$ cat config.mk
export PLATFORM = sky130hd
export DESIGN_NAME = utf8_byte_stream_decoder_unit
export DESIGN_NICKNAME = d
export VERILOG_FILES = /design/src/sv/u8dec_pkg.sv /design/src/sv/utf8_byte_stream_decoder_unit.sv
export SDC_FILE = /design/constraint.sdc
export NUM_CORES = 1
export LEC_CHECK = 0
export ABC_CLOCK_PERIOD_IN_PS = 4550
export BUFFER_PORTS_ARGS = -buffer_cell sky130_fd_sc_hd__clkbuf_2
export CAP_MARGIN = 20
export CORE_ASPECT_RATIO = 0.8
export CORE_MARGIN = 2
export CORE_UTILIZATION = 45
export CTS_CLUSTER_DIAMETER = 30
export DETAILED_ROUTE_END_ITERATION = 12
export GPL_ROUTABILITY_DRIVEN = 1
export GPL_TIMING_DRIVEN = 0
export PLACE_DENSITY = 0.74
export SLEW_MARGIN = 10
export SYNTH_ARGS = -nofsm -noshare
export SYNTH_HDL_FRONTEND = slang
export SYNTH_SLANG_ARGS = --single-unit
$ cat constraint.sdc
create_clock -name clk -period 4.55 [get_ports clk]
set_clock_uncertainty 0.15 [all_clocks]
set_input_delay 0.91 -clock clk [delete_from_list [all_inputs] [get_ports clk]]
set_output_delay 0.91 -clock clk [all_outputs]
set_load 0.1 [all_outputs]
$ cat src/sv/u8dec_pkg.sv
`timescale 1ns / 1ps

package u8dec_pkg;

    localparam int unsigned BYTE_W = 8;
    localparam int unsigned CP_W   = 21;
    localparam int unsigned PEND_W = 2;

    // lead byte range limits
    localparam logic [BYTE_W-1:0] ASCII_MAX = 8'h7f;
    localparam logic [BYTE_W-1:0] LEAD2_MIN = 8'hc0;
    localparam logic [BYTE_W-1:0] LEAD2_MAX = 8'hdf;
    localparam logic [BYTE_W-1:0] LEAD3_MAX = 8'hef;
    localparam logic [BYTE_W-1:0] LEAD4_MAX = 8'hf7;

    // payload masks
    localparam logic [BYTE_W-1:0] LEAD2_MASK = 8'h1f;
    localparam logic [BYTE_W-1:0] LEAD3_MASK = 8'h0f;
    localparam logic [BYTE_W-1:0] LEAD4_MASK = 8'h07;
    localparam logic [BYTE_W-1:0] CONT_MASK  = 8'h3f;

    // continuation bytes still due
    localparam logic [PEND_W-1:0] PEND_NONE  = 2'd0;
    localparam logic [PEND_W-1:0] PEND_ONE   = 2'd1;
    localparam logic [PEND_W-1:0] PEND_TWO   = 2'd2;
    localparam logic [PEND_W-1:0] PEND_THREE = 2'd3;

    typedef struct packed {
        logic [CP_W-1:0] code_point;
        logic            decode_error;
        logic            end_of_buffer;
    } result_t;

endpackage

$ cat src/sv/utf8_byte_stream_decoder_unit.sv
`timescale 1ns / 1ps

// channel | signals                               | transfer when
// --------+---------------------------------------+---------------------------
// src     | src_valid, src_stall, byte_in,        | src_valid && !src_stall
//         | last_byte                             |
// dst     | dst_valid, dst_stall, code_point,     | dst_valid && !dst_stall
//         | decode_error, end_of_buffer           |
//
// one byte per cycle while no result is stalled; a byte is taken into the input
// register, and its result is then decoded into the result register
// reset clears the decode state and both valid flags; no clearing pass
// a stalled result holds the result register; the input register then
// fills and src_stall rises, so at most two bytes sit inside the block

module utf8_byte_stream_decoder_unit
(
    input  logic                      clk,
    input  logic                      rst_n,
    input  logic                      src_valid,
    output logic                      src_stall,
    input  logic [u8dec_pkg::BYTE_W-1:0] byte_in,
    input  logic                      last_byte,
    output logic                      dst_valid,
    input  logic                      dst_stall,
    output logic [u8dec_pkg::CP_W-1:0] code_point,
    output logic                      decode_error,
    output logic                      end_of_buffer
);
    import u8dec_pkg::*;

    logic                s1_valid_reg;
    logic [BYTE_W-1:0]   s1_byte_reg;
    logic                s1_last_reg;
    logic [CP_W-1:0]     partial_reg;
    logic [CP_W-1:0]     partial_next;
    logic [PEND_W-1:0]   pending_reg;
    logic [PEND_W-1:0]   pending_next;
    logic                out_valid_reg;
    result_t             out_reg;
    result_t             res_next;
    logic                res_emit;
    logic                out_free;
    logic                s1_fire;
    logic                src_fire;

    // handshake
    assign out_free  = !out_valid_reg || !dst_stall;
    assign s1_fire   = s1_valid_reg && out_free;
    assign src_stall = s1_valid_reg && !out_free;
    assign src_fire  = src_valid && !src_stall;

    // decode of the byte held in the input register
    always_comb
    begin
        partial_next = partial_reg;
        pending_next = pending_reg;
        res_emit     = 1'b0;
        res_next     = '{code_point: '0, decode_error: 1'b0,
                         end_of_buffer: s1_last_reg};
        if (pending_reg == PEND_NONE)
        begin
            priority if (s1_byte_reg <= ASCII_MAX)
            begin
                res_emit            = 1'b1;
                res_next.code_point = CP_W'(s1_byte_reg);
            end
            else if (s1_byte_reg >= LEAD2_MIN && s1_byte_reg <= LEAD2_MAX)
            begin
                partial_next = CP_W'(s1_byte_reg & LEAD2_MASK);
                pending_next = PEND_ONE;
            end
            else if (s1_byte_reg >= LEAD2_MIN && s1_byte_reg <= LEAD3_MAX)
            begin
                partial_next = CP_W'(s1_byte_reg & LEAD3_MASK);
                pending_next = PEND_TWO;
            end
            else if (s1_byte_reg >= LEAD2_MIN && s1_byte_reg <= LEAD4_MAX)
            begin
                partial_next = CP_W'(s1_byte_reg & LEAD4_MASK);
                pending_next = PEND_THREE;
            end
            else
            begin
                // invalid lead byte, state stays
                res_emit              = 1'b1;
                res_next.decode_error = 1'b1;
            end
        end
        else
        begin
            // continuation byte, low six bits only
            partial_next = {partial_reg[CP_W-7:0], s1_byte_reg[5:0]};
            pending_next = pending_reg - PEND_ONE;
            if (pending_next == PEND_NONE)
            begin
                res_emit            = 1'b1;
                res_next.code_point = partial_next;
                partial_next        = '0;
            end
        end

        // sequence cut short by the last byte
        if (!res_emit && s1_last_reg)
        begin
            res_emit              = 1'b1;
            res_next.decode_error = 1'b1;
            partial_next          = '0;
            pending_next          = PEND_NONE;
        end
    end

    // input register
    always_ff @(posedge clk or negedge rst_n)
    begin
        if (!rst_n)
        begin
            s1_valid_reg <= 1'b0;
        end
        else if (src_fire)
        begin
            s1_valid_reg <= 1'b1;
        end
        else if (s1_fire)
        begin
            s1_valid_reg <= 1'b0;
        end
    end

    always_ff @(posedge clk)
    begin
        if (src_fire)
        begin
            s1_byte_reg <= byte_in;
            s1_last_reg <= last_byte;
        end
    end

    // decode state
    always_ff @(posedge clk or negedge rst_n)
    begin
        if (!rst_n)
        begin
            partial_reg <= '0;
            pending_reg <= PEND_NONE;
        end
        else if (s1_fire)
        begin
            partial_reg <= partial_next;
            pending_reg <= pending_next;
        end
    end

    // result register
    always_ff @(posedge clk or negedge rst_n)
    begin
        if (!rst_n)
        begin
            out_valid_reg <= 1'b0;
        end
        else if (out_free)
        begin
            out_valid_reg <= s1_fire && res_emit;
        end
    end

    always_ff @(posedge clk)
    begin
        if (s1_fire && res_emit)
        begin
            out_reg <= res_next;
        end
    end

    assign dst_valid     = out_valid_reg;
    assign code_point    = out_reg.code_point;
    assign decode_error  = out_reg.decode_error;
    assign end_of_buffer = out_reg.end_of_buffer;

    // checks
    a_err_zero_cp: assert property (@(posedge clk) disable iff (!rst_n)
        dst_valid && decode_error |-> code_point == '0)
        else $error("error result carries a nonzero code point");

    a_last_closes: assert property (@(posedge clk) disable iff (!rst_n)
        s1_fire && s1_last_reg |=> pending_reg == PEND_NONE)
        else $error("sequence still open after the last byte");

    a_last_emits: assert property (@(posedge clk) disable iff (!rst_n)
        s1_fire && s1_last_reg |=> dst_valid && end_of_buffer)
        else $error("last byte gave no end-of-buffer result");

    a_stall_full: assert property (@(posedge clk) disable iff (!rst_n)
        src_stall |-> s1_valid_reg && dst_valid)
        else $error("input stalled with room inside");

endmodule
==> results.yml <==
clock_network:
  clock-root-buffer: "clkbuf_8"
  tritoncts: "yes"
  insertion_delay_ns: 0.31
  path_clk_slew_ns: 0.09
  htree_levels: 2
  cts_resized: 0
  clk_path_buf_depth: 2
  cts_num_sinks: 51
  numCtsBuffers: 5
  cts_setup_buffers: 0
  ctsHoldBuffers: 0
layout:
  largest_reg_flops: 21
  fillCellCount: 380
  diodes: 0
  layout-drive-gt1-share: 0.300
  area.growth.synth_to_final_pct: 17.6
  fin_area_um2: 2450
  nets: 215
global_routing:
  grt_max_degree: 20
  grt_pass1_wl_um: 5780
  grt-ovfl-total: 0
  antenna_found_initial: 0
  grt_pass1_vias: 1224
  grtUsageTotal: 0.148
synth:
  ys_ff_latch: 51
  syn-cell-area_um2: 2080
  yosys_most_used_dff: "edfxtp_1"
  synth_largest_area_cell: "edfxtp_1"
  yosysWarningCount: 0
  syn_area_per_cell_um2: 13.2
  yosysUniqueCellTypes: 29
  synth_edf_count: 32
  seq_area_frac_synth: 0.691
  synth_common_cells: "32 x edfxtp_1, 27 x nand2_1, 20 x and2_1, 19 x dfrtp_1, 15 x o21ai_0"
  synth_top_area_frac: 0.462
  syn_inst: 157
  postSynth.asyncResetShare: 0.373
  synth_area_leaders: "edfxtp_1 46%, dfrtp_1 23%, and2_1 6.0%"
  yosysMostFrequentCell: "edfxtp_1"
  syn_nets: 170
power_and_ir_drop:
  power.switching_w: 0.000401
  p_per_area_nw_per_um2: 454
  netSwitchingFraction: 0.361
  ir_worst_vdd_v: 0.000216
  power.share.sequential: 0.511
  clkPwrFrac: 0.227
  internal_power_w: 0.000709
  p_leak_nw: 1.01
  comb_power_share: 0.262
routing:
  routedWlPerCell_um: 12.5
  drt-total-wl_um: 3280
  postRouteAntennaNets: 0
  num_vias: 1260
  firstDrtPassIters: 4
  drt_iter0_markers: 90
  drc_errors: 0
  vias_per_cell: 4.79
sta:
  max_slew_margin: 0.639
  fin_crit_ns: 2.70
  period_share: 0.593
  worstMarginPinSlew_ns: 0.544
  finalSetupTns_ns: 0
  rsz0062_at_grt: "false"
  finalHoldViolations: 0
  fmax_mhz: 371
  slew_violations: 0
  finalSetupViolCount: 0
worst_hold_path:
  hp-class: "register to register"
  worstHoldStart: "partial_reg[9]"
floorplan:
  die_width_um: 80
  start_util: 0.461
  die-area_um2: 5180
  die_h_um: 64.8
  rows: 22
  coreArea_um2: 4510
  ios: 38
setup_path:
  crit_type: "input port to primary output"
  critPathLaunch: "dst_stall"
  cp_data_arrival_time_ns: 1.64
  critPathLaunchType: "input port"
  crit_fanout: 3
  worst_r2r_startpoint: "s1_byte_reg[5]"
  cp-end-kind: "primary output"
  critPathRequiredTime_ns: 3.49
place:
  numPortBuffers: 37
  place_hpwl_um: 2410
  gp_congestion: 0.824
  postPlaceCellArea_um2: 2360
run_status:
  status: "completed"
job:
  cap_violations: 0
==> cell usage in the layout (no fill, tap or decap) <==
master,instances
clkbuf_2,37
edfxtp_1,32
nand2_1,27
and2_1,20
dfrtp_1,19
o21ai_0,15
clkbuf_8,6
nor2_1,6
buf_6,3
inv_1,3
a21oi_1,3
nand3_1,3
nand2b_1,3
a22o_2,3
nor2_2,2
nor2b_1,2
o31ai_1,2
and2_2,1
nor3b_1,1
a41oi_2,1
clkbuf_1,1
nand4bb_4,1
a211o_2,1
a21boi_2,1
o211ai_4,1
buf_2,1
mux2i_1,1
a32o_1,1
a2111oi_0,1
o21ai_1,1
clkinvlp_4,1
clkinv_4,1
clkinv_1,1
buf_8,1
==> worst max-delay path, stage by stage <==
cell and delay, ns:
clkbuf_2 0.11, nand3_1 0.11, inv_1 0.07, clkbuf_2 0.44
==> power groups by stage <==
stage	Combinational (W)	Sequential, W	Clock (W)
global placement	0.000286	0.000578	0
global route	0.000308	0.000574	0.000279
floorplan	0.0000844	0.000733	0
CTS	0.000293	0.000568	0.000258
detailed placement	0.000292	0.000578	0
finish	0.000291	0.000568	0.000252
==> layer usage <==
metal / part of all wire / up-vias / global-route usage
li1: - / 638 / -
met1: 0.51 / 577 / 0.215
met2: 0.41 / 38 / 0.210
met3: 0.052 / 7 / 0.0348
met4: 0.022 / 0 / 0.0699
met5: 0 / - / 0
==> layout make-up <==
cell class,instances,area [µm²],area share
plain buffers,6,56.3,0.0230
clock buffers,5,68.8,0.0281
clock inverters,3,20.0,0.00818
inverters,3,11.3,0.00460
multi-input cells,97,578,0.236
flip-flops and latches,51,1440,0.587
well taps,60,75.1,0.0307
repair buffers,38,200,0.0818
==> cell families after synthesis <==
family	after synthesis	share of synthesized area
AND/OR/NAND/NOR	66	0.167
flip-flops	51	0.691
AO/OA/AOI/OAI	30	0.105
buffers and inverters	9	0.0325
multiplexers	1	0.00481
==> through the flow <==
stage               hold WS (ns)  worst slack [ns]  total power [W]   util  std cells
global placement           0.311              1.50         0.000863  0.518        254
CTS                        0.333              1.84          0.00112  0.542        263
global route               0.364              1.77          0.00116  0.542        263
floorplan                  0.291              1.68         0.000817      -        157
detailed placement         0.313              1.84         0.000870  0.522        255
finish                     0.329              1.85          0.00111  0.542        263
==> final timing paths <==
kind / to / slack, ns / cells past startpoint
setup / recovery: src_stall / 1.85 / 4
hold / removal: partial_reg[9] / 0.33 / 2
setup reg to reg: code_point[18] / 2.55 / 5
hold reg to reg: partial_reg[9] / 0.33 / 2
max in group asynchronous: partial_reg[13] / 3.52 / 1
min in group asynchronous: dst_valid / 0.39 / 1
Power figures use the tool's default switching activity.
